$ cat config.mk
export PLATFORM = sky130hd
export DESIGN_NAME = rmq_queue
export DESIGN_NICKNAME = d
export VERILOG_FILES = /design/src/hdl/rmq_pkg.sv /design/src/hdl/rmq_queue.sv
export SDC_FILE = /design/constraint.sdc
export NUM_CORES = 1
export LEC_CHECK = 0
export BUFFER_PORTS_ARGS = -buffer_cell sky130_fd_sc_hd__buf_4
export CAP_MARGIN = 25
export CORE_UTILIZATION = 26
export DETAILED_ROUTE_END_ITERATION = 6
export GPL_ROUTABILITY_DRIVEN = 1
export HOLD_SLACK_MARGIN = 0.12
export SYNTH_ARGS = -nofsm -noshare
export SYNTH_HDL_FRONTEND = slang
export SYNTH_SLANG_ARGS = --single-unit
$ cat constraint.sdc
create_clock -name clk -period 4.2 [get_ports clk]
set_input_delay 1.26 -clock clk [delete_from_list [all_inputs] [get_ports clk]]
set_output_delay 1.26 -clock clk [all_outputs]
set_load 0.05 [all_outputs]
$ cat src/hdl/rmq_pkg.sv
// Shared types, sizes and datapath step functions for the rotation matrix to
// quaternion block. No dependencies.
package rmq_pkg;

	localparam int ElemW    = 16;
	localparam int TraceW   = 18;
	localparam int ArgW     = 17;
	localparam int DiffW    = 17;
	localparam int RadW     = 30;
	localparam int RootW    = 15;
	localparam int SqRemW   = 17;
	localparam int DvRemW   = 15;
	localparam int SqStages = RootW;
	localparam int DvStages = RadW;
	localparam int QDepth   = 4;
	localparam int QPtrW    = $clog2(QDepth);

	localparam logic [1:0] AXIS_W = 2'd0;
	localparam logic [1:0] AXIS_X = 2'd1;
	localparam logic [1:0] AXIS_Y = 2'd2;
	localparam logic [1:0] AXIS_Z = 2'd3;

	typedef struct packed {
		logic                    invalid;
		logic [1:0]              axis;
		logic [ArgW-1:0]         arg;
		logic signed [DiffW-1:0] d0;
		logic signed [DiffW-1:0] d1;
		logic signed [DiffW-1:0] d2;
	} rmq_item_t;

	typedef struct packed {
		logic signed [ElemW-1:0] qw;
		logic signed [ElemW-1:0] qx;
		logic signed [ElemW-1:0] qy;
		logic signed [ElemW-1:0] qz;
		logic [1:0]              axis;
		logic                    invalid;
	} rmq_res_t;

	typedef struct packed {
		logic                    valid;
		logic                    invalid;
		logic [1:0]              axis;
		logic signed [DiffW-1:0] d0;
		logic signed [DiffW-1:0] d1;
		logic signed [DiffW-1:0] d2;
		logic [RadW-1:0]         rad;
		logic [SqRemW-1:0]       rem;
		logic [RootW-1:0]        root;
	} rmq_sq_t;

	typedef struct packed {
		logic                         valid;
		logic                         invalid;
		logic [1:0]                   axis;
		logic [RootW-1:0]             root;
		logic [2:0]                   neg;
		logic [2:0][RadW-1:0]         num;
		logic [2:0][DvRemW-1:0]       rem;
		logic [2:0][RadW-1:0]         quo;
	} rmq_dv_t;

	// one bit of the integer square root, taking two radicand bits per step
	function automatic rmq_sq_t sq_step(input rmq_sq_t s);
		rmq_sq_t           o;
		logic [SqRemW+1:0] pre;
		logic [SqRemW+1:0] trial;
		o     = s;
		pre   = {s.rem, s.rad[RadW-1 -: 2]};
		trial = (SqRemW+2)'({s.root, 2'b01});
		if (pre >= trial) begin
			o.rem  = SqRemW'(pre - trial);
			o.root = {s.root[RootW-2:0], 1'b1};
		end else begin
			o.rem  = SqRemW'(pre);
			o.root = {s.root[RootW-2:0], 1'b0};
		end
		o.rad = {s.rad[RadW-3:0], 2'b00};
		return o;
	endfunction

	// one quotient bit for each of the three restoring dividers
	function automatic rmq_dv_t dv_step(input rmq_dv_t s);
		rmq_dv_t         o;
		logic [DvRemW:0] pre;
		logic [DvRemW:0] dvs;
		o   = s;
		dvs = (DvRemW+1)'(s.root);
		for (int j = 0; j < 3; j++) begin
			pre = {s.rem[j], s.num[j][RadW-1]};
			if (pre >= dvs) begin
				o.rem[j] = DvRemW'(pre - dvs);
				o.quo[j] = {s.quo[j][RadW-2:0], 1'b1};
			end else begin
				o.rem[j] = DvRemW'(pre);
				o.quo[j] = {s.quo[j][RadW-2:0], 1'b0};
			end
			o.num[j] = {s.num[j][RadW-2:0], 1'b0};
		end
		return o;
	endfunction

	function automatic logic signed [ElemW-1:0] sat_q(input logic neg,
		input logic [RadW-1:0] q);
		logic signed [ElemW-1:0] r;
		if (neg) begin
			if (q > RadW'(32768)) r = 16'sh8000;
			else                  r = ElemW'(16'd0 - q[ElemW-1:0]);
		end else begin
			if (q > RadW'(32767)) r = 16'sh7fff;
			else                  r = q[ElemW-1:0];
		end
		return r;
	endfunction

endpackage

$ cat src/hdl/rmq_queue.sv
// Short queue between the front end and the arithmetic back end.
// Depends on rmq_pkg.
module rmq_queue import rmq_pkg::*; (
	input  logic      clk,
	input  logic      arst_n,
	input  logic      push,
	input  rmq_item_t wr_item,
	output logic      full,
	input  logic      pop,
	output rmq_item_t rd_item,
	output logic      empty
);

	rmq_item_t        mem_q [QDepth];
	logic [QPtrW-1:0] wr_ptr_q, rd_ptr_q;
	logic [QPtrW:0]   count_q;
	logic             do_push, do_pop;

	assign full    = (count_q == (QPtrW+1)'(QDepth));
	assign empty   = (count_q == '0);
	assign do_push = push && !full;
	assign do_pop  = pop && !empty;
	assign rd_item = mem_q[rd_ptr_q];

	always_ff @(posedge clk) begin
		if (do_push) mem_q[wr_ptr_q] <= wr_item;
	end

	always_ff @(posedge clk or negedge arst_n) begin
		if (!arst_n) begin
			wr_ptr_q <= '0;
			rd_ptr_q <= '0;
			count_q  <= '0;
		end else begin
			if (do_push) wr_ptr_q <= wr_ptr_q + 1'b1;
			if (do_pop)  rd_ptr_q <= rd_ptr_q + 1'b1;
			count_q <= count_q + (QPtrW+1)'(do_push) - (QPtrW+1)'(do_pop);
		end
	end

endmodule

==> flow_metrics.py <==
metrics = {
    "outcome": {
        "status": "completed",
    },
    "die": {
        "row_count": 74,
        "core_um2": 40830,
        "io_pins": 148,
        "initial_core_util_pct": 26.41,
        "die_y_um": 205.7,
        "die_w_um": 205.7,
        "die-area_um2": 42300,
    },
    "cts": {
        "clk_pin_slew_ns": 0.06,
        "post_cts_resize_count": 0,
        "clk-insertion-delay-late_ns": 0.56,
        "cts_tree": "yes",
        "postCtsSetupBuffers": 0,
        "cts_max_level": 1,
        "cts_sinks": 291,
        "root_buffer": "clkbuf_16",
        "cts-hold-fix-buffers": 0,
        "clock_path_buffers": 3,
        "cts_inserted_buffers": 31,
    },
    "route": {
        "drt_wl_total_um": 20670,
        "viasPerCell": 4.167,
        "drtIter0Drc": 195,
        "vias": 4750,
        "drc": 0,
        "dr.pass1.iters": 4,
        "final_antenna_net_count": 0,
        "avgRoutedWirePerCell_um": 18.14,
    },
    "synthesis": {
        "synthSimpleGateAreaFrac_pct": 0.9629,
        "synth_area_leader_cell": "edfxtp_1",
        "ys_warn_count": 0,
        "yosys.area.top_type_share_pct": 79.07,
        "postSynthCellCount": 412,
        "yosysSeqAreaShare_pct": 80.70,
        "synth_top_family_by_area": "multiplexers",
        "synth_compound_gate_area_share_pct": 0.2900,
        "ys_seq_elements": 291,
        "synth_fa_ha_area_share_pct": 0.8817,
        "synth_cell_type_count": 20,
        "synth.area.top_cells": "edfxtp_1 79%, mux4_2 15%, dfrtp_1 1.6%",
        "synth.cell_area_um2": 10790,
        "syn-num-nets": 494,
        "syn_avg_cell_area_um2": 26.18,
        "synthMuxAreaShare_pct": 14.86,
        "synth_xor_area_share_pct": 0.3248,
    },
    "power_and_ir_drop": {
        "ir_drop_uv": 422.8,
        "cellPowerDensity_nw_per_um2": 810.3,
        "leakage_nw": 4.516,
    },
    "cells_and_area": {
        "antenna_cells": 0,
        "multi_input_area_um2": 1883,
        "regArea_um2": 8711,
        "final_common_cell": "edfxtp_1",
        "layout-drive-gt1-share_pct": 45.23,
        "nets": 668,
        "fill_cells": 3846,
        "final_cells": 1140,
        "area_growth_pct": 25.24,
        "final_cell_mix": "284 x edfxtp_1, 150 x buf_4, 70 x mux4_2",
    },
    "worst_setup_path": {
        "crit_path_end_kind": "output pin",
        "worstPathMaxFanout": 40,
        "start_kind": "flip-flop",
        "worstPathRequired_ns": 2.94,
        "criticalPathCategory": "reg -> out",
        "cp.arrival_ns": 2.19,
    },
    "timing": {
        "setup_ws_ns": 0.7456,
        "skew_ns": 0.01232,
        "min_period_ns": 3.454,
        "rsz0062_at_grt": "no",
        "fmax_ghz": 0.2895,
        "final_max_slew_viol_count": 0,
        "setup_viol": 0,
        "final.setup.tns_ns": 0,
        "period_share_pct": 82.25,
        "hold_viol_final": 0,
        "max_slew_margin_pct": 57.65,
        "worst_pin_slew_ns": 0.6352,
        "fin_hold_ws_ns": 0.5109,
    },
    "grt": {
        "antenna_found_initial": 1,
        "grt_usage_pct": 9.796,
        "grt-ovfl-total": 0,
        "grt_max_degree": 42,
        "grt_pass1_vias": 5159,
        "grt_pass1_wl_um": 30880,
    },
    "job": {
        "maxCapViolations": 0,
    },
    "placement": {
        "place_inst": 1085,
        "hpwl_um": 12580,
        "gp_congestion": 0.6740,
        "port_buffers": 147,
        "post-place-ws_ns": 1.277,
    },
    "min_path": {
        "min_path_type": "in -> async",
    },
}
synth_stat cells, drive strengths merged:
cell,count
buf,16
nand2,1
edfxtp,284
nand4bb,2
o311ai,1
dfrtp,7
nor3b,1
inv,6
nand2b,4
xnor2,4
ha,6
o31ai,1
fa,1
and3b,4
mux4,71
o211ai,2
nor3,1
sequential cells by signal, indices dropped and copies added, names as in the netlist:
| register | flops |
|---|---|
| wr_ptr_q | 2 |
| rd_ptr_q | 2 |
| count_q | 3 |
| mem_q | 284 |
per-stage QoR:
step                      instance area (µm²)  util (%)  total power [mW]
after floorplan                         10790         -             7.325
after global placement                  12550     30.73             8.525
after detailed placement                12550     30.73             8.560
after CTS                               13510     33.08             11.16
after global routing                    13510     33.08             11.45
final                                   13510     33.08             10.95
area by class of cell:
class / instances / area share (%)
Inverter: 6 / 0.1667
Timing Repair Buffer: 157 / 9.374
Clock buffer: 46 / 6.382
Multi-Input combinational cell: 99 / 13.94
Sequential cell: 291 / 64.49
Clock inverter: 9 / 0.7225
Tap cell: 532 / 4.928
worst max-delay path: stages, from the launching register on:
cell     delay [ns]
dfrtp_4        0.45
buf_12         0.31
mux4_2         0.60
buf_4          0.22
power by group:
group	internal, mW	switching (mW)
Clock	1.53	1.04
Sequential	3.83	0.189
Combinational	1.53	2.83
layer usage:
| metal | vias to the layer above | routed length (µm) | GRT usage [%] |
|---|---|---|---|
| met1 | 2485 | 8897 | 12.73 |
| met4 | 2 | 416 | 3.069 |
| met2 | 119 | 10130 | 16.08 |
| li1 | 2113 | - | - |
| met5 | - | 13 | 0 |
| met3 | 31 | 1216 | 2.360 |
kinds of logic (layout without fill, tap and decap cells):
logic type	count (synthesis)	in the layout
simple gates	13	13
xor+xnor	4	4
flops	291	291
mux	71	71
fa+ha+maj	7	7
buf+inv	22	218
compound gates	4	4
path summary, 6_finish.rpt:
check	cells past startpoint	endpoint	slack (ns)	from
max	3	rd_item[29]	0.75	rd_ptr_q[0]
min	1	count_q[0]	0.51	arst_n
max in group asynchronous	1	rd_ptr_q[1]	3.54	arst_n
max reg2reg	8	count_q[2]	1.92	count_q[1]
min reg2reg	2	wr_ptr_q[1]	0.61	wr_ptr_q[1]
min in group clk	2	wr_ptr_q[1]	0.61	wr_ptr_q[1]
No activity file was read; power rests on OpenSTA's default activity.
