## config.mk

```make
export PLATFORM = sky130hd
export DESIGN_NAME = rmq_front
export DESIGN_NICKNAME = d
export VERILOG_FILES = /design/src/hdl/rmq_pkg.sv /design/src/hdl/rmq_front.sv
export SDC_FILE = /design/constraint.sdc
export NUM_CORES = 1
export LEC_CHECK = 0
export ABC_AREA = 1
export ABC_CLOCK_PERIOD_IN_PS = 13000
export BUFFER_PORTS_ARGS = -buffer_cell sky130_fd_sc_hd__buf_2
export CORE_MARGIN = 2
export CORE_UTILIZATION = 45
export DETAILED_ROUTE_END_ITERATION = 8
export GPL_TIMING_DRIVEN = 0
export MAX_ROUTING_LAYER = met4
export PLACE_DENSITY = 0.73
export SLEW_MARGIN = 40
export SYNTH_ARGS = -nofsm -noshare
export SYNTH_HDL_FRONTEND = slang
export SYNTH_SLANG_ARGS = --single-unit
```

## constraint.sdc

```tcl
create_clock -name vclk -period 13
set_clock_uncertainty 0.05 [all_clocks]
set_input_delay 1.95 -clock vclk [all_inputs]
set_output_delay 1.95 -clock vclk [all_outputs]
set_load 0.005 [all_outputs]
```

## src/hdl/rmq_pkg.sv

```systemverilog
// Shared types, sizes and datapath step functions for the rotation matrix to
// quaternion block. No dependencies.
package rmq_pkg;

	localparam int ElemW    = 16;
	localparam int TraceW   = 18;
	localparam int ArgW     = 17;
	localparam int DiffW    = 17;
	localparam int RadW     = 30;
	localparam int RootW    = 15;
	localparam int SqRemW   = 17;
	localparam int DvRemW   = 15;
	localparam int SqStages = RootW;
	localparam int DvStages = RadW;
	localparam int QDepth   = 4;
	localparam int QPtrW    = $clog2(QDepth);

	localparam logic [1:0] AXIS_W = 2'd0;
	localparam logic [1:0] AXIS_X = 2'd1;
	localparam logic [1:0] AXIS_Y = 2'd2;
	localparam logic [1:0] AXIS_Z = 2'd3;

	typedef struct packed {
		logic                    invalid;
		logic [1:0]              axis;
		logic [ArgW-1:0]         arg;
		logic signed [DiffW-1:0] d0;
		logic signed [DiffW-1:0] d1;
		logic signed [DiffW-1:0] d2;
	} rmq_item_t;

	typedef struct packed {
		logic signed [ElemW-1:0] qw;
		logic signed [ElemW-1:0] qx;
		logic signed [ElemW-1:0] qy;
		logic signed [ElemW-1:0] qz;
		logic [1:0]              axis;
		logic                    invalid;
	} rmq_res_t;

	typedef struct packed {
		logic                    valid;
		logic                    invalid;
		logic [1:0]              axis;
		logic signed [DiffW-1:0] d0;
		logic signed [DiffW-1:0] d1;
		logic signed [DiffW-1:0] d2;
		logic [RadW-1:0]         rad;
		logic [SqRemW-1:0]       rem;
		logic [RootW-1:0]        root;
	} rmq_sq_t;

	typedef struct packed {
		logic                         valid;
		logic                         invalid;
		logic [1:0]                   axis;
		logic [RootW-1:0]             root;
		logic [2:0]                   neg;
		logic [2:0][RadW-1:0]         num;
		logic [2:0][DvRemW-1:0]       rem;
		logic [2:0][RadW-1:0]         quo;
	} rmq_dv_t;

	// one bit of the integer square root, taking two radicand bits per step
	function automatic rmq_sq_t sq_step(input rmq_sq_t s);
		rmq_sq_t           o;
		logic [SqRemW+1:0] pre;
		logic [SqRemW+1:0] trial;
		o     = s;
		pre   = {s.rem, s.rad[RadW-1 -: 2]};
		trial = (SqRemW+2)'({s.root, 2'b01});
		if (pre >= trial) begin
			o.rem  = SqRemW'(pre - trial);
			o.root = {s.root[RootW-2:0], 1'b1};
		end else begin
			o.rem  = SqRemW'(pre);
			o.root = {s.root[RootW-2:0], 1'b0};
		end
		o.rad = {s.rad[RadW-3:0], 2'b00};
		return o;
	endfunction

	// one quotient bit for each of the three restoring dividers
	function automatic rmq_dv_t dv_step(input rmq_dv_t s);
		rmq_dv_t         o;
		logic [DvRemW:0] pre;
		logic [DvRemW:0] dvs;
		o   = s;
		dvs = (DvRemW+1)'(s.root);
		for (int j = 0; j < 3; j++) begin
			pre = {s.rem[j], s.num[j][RadW-1]};
			if (pre >= dvs) begin
				o.rem[j] = DvRemW'(pre - dvs);
				o.quo[j] = {s.quo[j][RadW-2:0], 1'b1};
			end else begin
				o.rem[j] = DvRemW'(pre);
				o.quo[j] = {s.quo[j][RadW-2:0], 1'b0};
			end
			o.num[j] = {s.num[j][RadW-2:0], 1'b0};
		end
		return o;
	endfunction

	function automatic logic signed [ElemW-1:0] sat_q(input logic neg,
		input logic [RadW-1:0] q);
		logic signed [ElemW-1:0] r;
		if (neg) begin
			if (q > RadW'(32768)) r = 16'sh8000;
			else                  r = ElemW'(16'd0 - q[ElemW-1:0]);
		end else begin
			if (q > RadW'(32767)) r = 16'sh7fff;
			else                  r = q[ElemW-1:0];
		end
		return r;
	endfunction

endpackage

```

## src/hdl/rmq_front.sv

```systemverilog
// Front end: forms the four trace combinations, picks the largest and
// selects the three off-diagonal terms. Depends on rmq_pkg.
module rmq_front import rmq_pkg::*; (
	input  logic signed [ElemW-1:0] e00,
	input  logic signed [ElemW-1:0] e01,
	input  logic signed [ElemW-1:0] e02,
	input  logic signed [ElemW-1:0] e10,
	input  logic signed [ElemW-1:0] e11,
	input  logic signed [ElemW-1:0] e12,
	input  logic signed [ElemW-1:0] e20,
	input  logic signed [ElemW-1:0] e21,
	input  logic signed [ElemW-1:0] e22,
	output rmq_item_t               item
);

	logic signed [TraceW-1:0] a00, a11, a22;
	logic signed [TraceW-1:0] t0, t1, t2, t3, best;
	logic signed [TraceW:0]   arg;
	logic [1:0]               axis;
	logic signed [DiffW-1:0]  s21m12, s02m20, s10m01, s10p01, s02p20, s21p12;
	logic                     bad;

	assign a00 = TraceW'(e00);
	assign a11 = TraceW'(e11);
	assign a22 = TraceW'(e22);
	assign t0  = a00 + a11 + a22;
	assign t1  = a00 - a11 - a22;
	assign t2  = a11 - a00 - a22;
	assign t3  = a22 - a00 - a11;

	assign s21m12 = DiffW'(e21) - DiffW'(e12);
	assign s02m20 = DiffW'(e02) - DiffW'(e20);
	assign s10m01 = DiffW'(e10) - DiffW'(e01);
	assign s10p01 = DiffW'(e10) + DiffW'(e01);
	assign s02p20 = DiffW'(e02) + DiffW'(e20);
	assign s21p12 = DiffW'(e21) + DiffW'(e12);

	always_comb begin
		best = t0;
		axis = AXIS_W;
		if (t1 > best) begin
			best = t1;
			axis = AXIS_X;
		end
		if (t2 > best) begin
			best = t2;
			axis = AXIS_Y;
		end
		if (t3 > best) begin
			best = t3;
			axis = AXIS_Z;
		end
	end

	assign arg = (TraceW+1)'(best) + (TraceW+1)'(16384);
	assign bad = (arg <= 0);

	always_comb begin
		item.invalid = bad;
		item.axis    = bad ? AXIS_W : axis;
		item.arg     = bad ? '0 : arg[ArgW-1:0];
		unique case (axis)
			AXIS_W: begin
				item.d0 = s21m12; item.d1 = s02m20; item.d2 = s10m01;
			end
			AXIS_X: begin
				item.d0 = s21m12; item.d1 = s10p01; item.d2 = s02p20;
			end
			AXIS_Y: begin
				item.d0 = s02m20; item.d1 = s10p01; item.d2 = s21p12;
			end
			default: begin
				item.d0 = s10m01; item.d1 = s02p20; item.d2 = s21p12;
			end
		endcase
	end

endmodule

```

==> impl_metrics.tcl, run 1 <==
set metrics [dict create \
    slew_violations 0 \
    use_met1_pct 32.2 \
    n_clock_buffer 0 \
    arrival_ps 10670 \
    busiest_layer "met2" \
    syn2layout_area_growth_pct 22.2 \
    drive_gt1_share_pct 22.1 \
    viasPerCell 5.31 \
    detail-route-antenna-nets 0 \
    yosysWarnings 0 \
    synth.distinct_cells 51 \
    worst-slew-pin-transition_ps 622 \
    grt_max_degree 11 \
    slew_headroom_pct 58.5 \
    dieArea_um2 26800 \
    start_kind "primary input" \
    mostFrequentLayoutCell "nand2_1" \
    grtUsageTotal_pct 27.1 \
    use_met2_pct 48.3 \
    cpLargestDelayFamily "simple AND/OR/NAND/NOR gates" \
    status "complete, no violations" \
    period_needed_ps 12670 \
    cp_data_required_time_ps 11000 \
    yosysSeqAreaShare_pct 0 \
    pin_count 215 \
    grt_pass1_vias 11984 \
    die_y_um 164 \
    hold_viol_final 0 \
    gp_congestion 0.951 \
    synth_area_leaders "ha_1 (23%), fa_1 (13%), nand2_1 (12%)" \
    dp_hpwl_um 31500 \
    initial_core_util_pct 45.7 \
    io_buffers 215 \
    fmax_ghz 0.0789 \
    netlist_instances 1717 \
    path_class "in2out" \
    design.seq.count 0 \
    cp-end-kind "output pin" \
    critPathMostFrequentCell "nand2_1" \
    slowest_stage "fa_2" \
    fillers 2496 \
    postLayoutCoreUtil_pct 55.8 \
    seq_area_um2 0 \
    grt_antenna_before_repair 4 \
    placementRows 58 \
    period_share_pct 97.4 \
    num-nets-final 2408 \
    dr.first_iter.drc_count 843 \
    wl_per_cell_um 16.1 \
    synth_area_um2 11500 \
    cp_slowest_stage_delay_ps 690 \
    synth_top_cell_by_area "ha_1" \
    tns_ps 0 \
    setup_violations 0 \
    num_vias 12279 \
    drc 0 \
    avgSynthCellArea_um2 6.68 \
    grt_first_pass_wirelength_um 57000 \
    syn_nets 2143 \
    totalWireLength_um 37200 \
    use_met3_pct 3.20 \
    die_w_um 164 \
    drt_first_pass_iters 6 \
    maxCapViolCount 0 \
    worstPathMaxFanout 7 \
    grt_overflow_total 0 \
    coreArea_um2 25100 \
    path_buf_inv 13 \
    mostFrequentLayoutCells "nand2_1 (341), inv_1 (305), buf_2 (213)" \
    hold_class "in2out" \
    netlist.area_leader.share_pct 22.9 \
]
-- cell families after synthesis --
family | Yosys count | share of synthesized area, %
adders and majority gates | 282 | 35.5
buffers and inverters | 355 | 12.0
AOI/OAI and AO/OA | 332 | 18.4
and+or+nand+nor | 613 | 23.9
xor gates and xnor gates | 135 | 10.3
-- layer usage --
metal / share of wire, % / up-vias
met4: 2.8 / 0
li1: - / 6110
met3: 7.2 / 71
met1: 41 / 5653
met2: 49 / 445
met5: 0 / -
-- per-stage QoR --
step / worst slack [ps] / area, um^2 / hold WS (ps) / std cells
2_1_floorplan: 858 / 11500 / 4070 / 1717
3_3_place_gp: -2070 / 13000 / 4410 / 2262
3_5_place_dp: -2070 / 13000 / 4400 / 2262
4_1_cts: 29.3 / 13200 / 4410 / 2273
5_1_grt: -102 / 14000 / 4450 / 2314
6_report: 334 / 14000 / 4410 / 2314
-- Yosys cell counts (10+ instances only) --
cell type	instances
nor2_2	16
clkbuf_1	16
a21oi_1	141
fa_1	72
nor3_1	15
or2_2	10
o211ai_1	15
xor2_1	119
nor2_1	65
nand4_1	34
inv_1	309
and2_1	19
inv_2	17
ha_1	210
o221ai_1	34
xnor2_1	16
o21ai_0	40
nand2_1	358
o21bai_1	62
nand3_1	70
-- cell type report --
type	count	area (um^2)	share of cell area, %
Multi-Input combinational cell	1362	10600	75.8
Buffer	28	230	1.64
Inverter	327	1240	8.83
Timing Repair Buffer	263	1500	10.7
Antenna cell	4	10.0	0.0714
Tap cell	330	413	2.94
-- path summary, 6_finish.rpt --
check / start / endpoint / slack (ps) / depth (start not counted)
setup / recovery: e22[2] / item[70] / 330 / 58
hold / removal: e12[0] / item[34] / 4410 / 4
-- what timing repair did --
item / in CTS / in global routing
cloned: 0 / 3
pin swaps: 6 / 47
gates resized for setup: 53 / 113
hold buffers: 0 / 0
buffers inserted: 11 / 34
endpoints found under the setup margin: 71 / 71
-- worst min-delay path, stage by stage --
cell and delay, ps:
buf_2 90, ha_1 160, o221ai_1 150, buf_2 160
Power of run 1 is left out: the tool's default activity adds up to more than one toggle a clock period on the data nets, which glitch-free logic cannot reach.
==> inputs of run 2 (changes only) <==
--- a/config.mk
+++ b/config.mk
@@ -8,12 +8,14 @@
 export ABC_AREA = 1
 export ABC_CLOCK_PERIOD_IN_PS = 13000
 export BUFFER_PORTS_ARGS = -buffer_cell sky130_fd_sc_hd__buf_2
+export CAP_MARGIN = 30
 export CORE_MARGIN = 2
 export CORE_UTILIZATION = 45
 export DETAILED_ROUTE_END_ITERATION = 8
 export GPL_TIMING_DRIVEN = 0
 export MAX_ROUTING_LAYER = met4
 export PLACE_DENSITY = 0.73
+export REMOVE_ABC_BUFFERS = 1
 export SLEW_MARGIN = 40
 export SYNTH_ARGS = -nofsm -noshare
 export SYNTH_HDL_FRONTEND = slang
==> impl_metrics.tcl, run 2 (synthesized netlist as in run 1, its figures left out) <==
set metrics [dict create \
    maxCapViolCount 0 \
    hold_depth 4 \
    dpl-instance-area_um2 12800 \
    grt_max_degree 26 \
    grt_first_pass_wirelength_um 55300 \
    hold_class "in2out" \
    die_w_um 164 \
    initial_core_util_pct 45.7 \
    fin_hold_ws_ps 4380 \
    setup_violations 0 \
    io_buffers 215 \
    design.seq.count 0 \
    grt_antenna_before_repair 1 \
    dieArea_um2 26800 \
    syn2layout_area_growth_pct 22.0 \
    num_vias 12280 \
    slowest_stage "fa_2" \
    drt_first_pass_iters 5 \
    gp_congestion 0.946 \
    fillers 2422 \
    n_clock_buffer 0 \
    hold_viol_final 0 \
    start_kind "primary input" \
    mostFrequentLayoutCells "nand2_1 (340), inv_1 (305), buf_2 (213)" \
    worst-slew-pin-transition_ps 605 \
    instances_no_fill 2296 \
    totalWireLength_um 36200 \
    worstPathMaxFanout 13 \
    drc 0 \
    place_inst 2234 \
    grtUsageTotal_pct 26.1 \
    critPathMostFrequentCell "nand2_1" \
    fmax_ghz 0.0789 \
    cp-end-kind "output pin" \
    cp_slowest_stage_delay_ps 510 \
    num-nets-final 2393 \
    arrival_ps 10670 \
    placementRows 58 \
    wl_per_cell_um 15.8 \
    min-delay-start "e12[0]" \
    ctsHoldBuffers 0 \
    slew_violations 0 \
    path_class "in2out" \
    seq_area_um2 0 \
    period_needed_ps 12670 \
    grt_pass1_vias 11717 \
    period_share_pct 97.5 \
    die_y_um 164 \
    coreArea_um2 25100 \
    cp_data_required_time_ps 11000 \
    finish.instance_area_um2 14000 \
    slew_headroom_pct 59.3 \
    drive_gt1_share_pct 21.8 \
    mostFrequentLayoutCell "nand2_1" \
    min_to "item[34]" \
    viasPerCell 5.35 \
    tns_ps 0 \
    detail-route-antenna-nets 0 \
    dr.first_iter.drc_count 718 \
    pin_count 215 \
    dp_hpwl_um 28700 \
    grt_overflow_total 0 \
    status "complete, no violations" \
]
[run 2: timing repair]
item	4_1_cts	5_1_grt
setup buffers	14	36
endpoints found under the setup margin	71	71
gates resized for setup	34	98
cloned	8	3
pin swaps	13	40
[run 2: cell type report]
class / count / area (um^2) / area share [%]
multi-input combinational: 1371 / 10800 / 77.0
antenna: 1 / 2.50 / 0.0179
tap: 330 / 413 / 2.95
inverter: 327 / 1260 / 9.00
timing repair inverter: 1 / 8.76 / 0.0626
timing repair buffer: 266 / 1530 / 10.9
[run 2: how the worst max path moves through the flow]
stage / end / cells after the start / startpoint / slack (ps)
after floorplan: item[51] / 54 / e00[1] / -250
after global placement: item[25] / 49 / e00[1] / -4160
after detailed placement: item[60] / 56 / e00[1] / -1860
after global routing: item[69] / 54 / e22[5] / -140
after CTS: item[69] / 58 / e00[1] / 7
final: item[69] / 57 / e22[5] / 330
[run 2: routing by layer]
metal,share of wire [%],vias up,GRT usage [%]
li1,-,6100,-
met1,43,5628,32.8
met2,49,484,46.2
met3,6.3,68,1.98
met4,2.3,0,4.67
met5,0,-,-
[run 2: stage by stage]
stage               setup WS [ps]  utilization, %
floorplan                    -251               -
global placement            -4160            51.1
detailed placement          -1860            51.1
CTS                          6.76            52.5
global route                 -136            55.8
finish                        330            55.8
[run 2: critical path: cells and delay by family]
kind	cells	cell delay, ps
AO/OA/AOI/OAI	6	1100
XOR/XNOR	2	330
adder cells (fa/ha/maj)	5	1830
buffers and inverters	11	1630
AND/OR/NAND/NOR	33	3820
Power of run 2 is left out for the same reason.
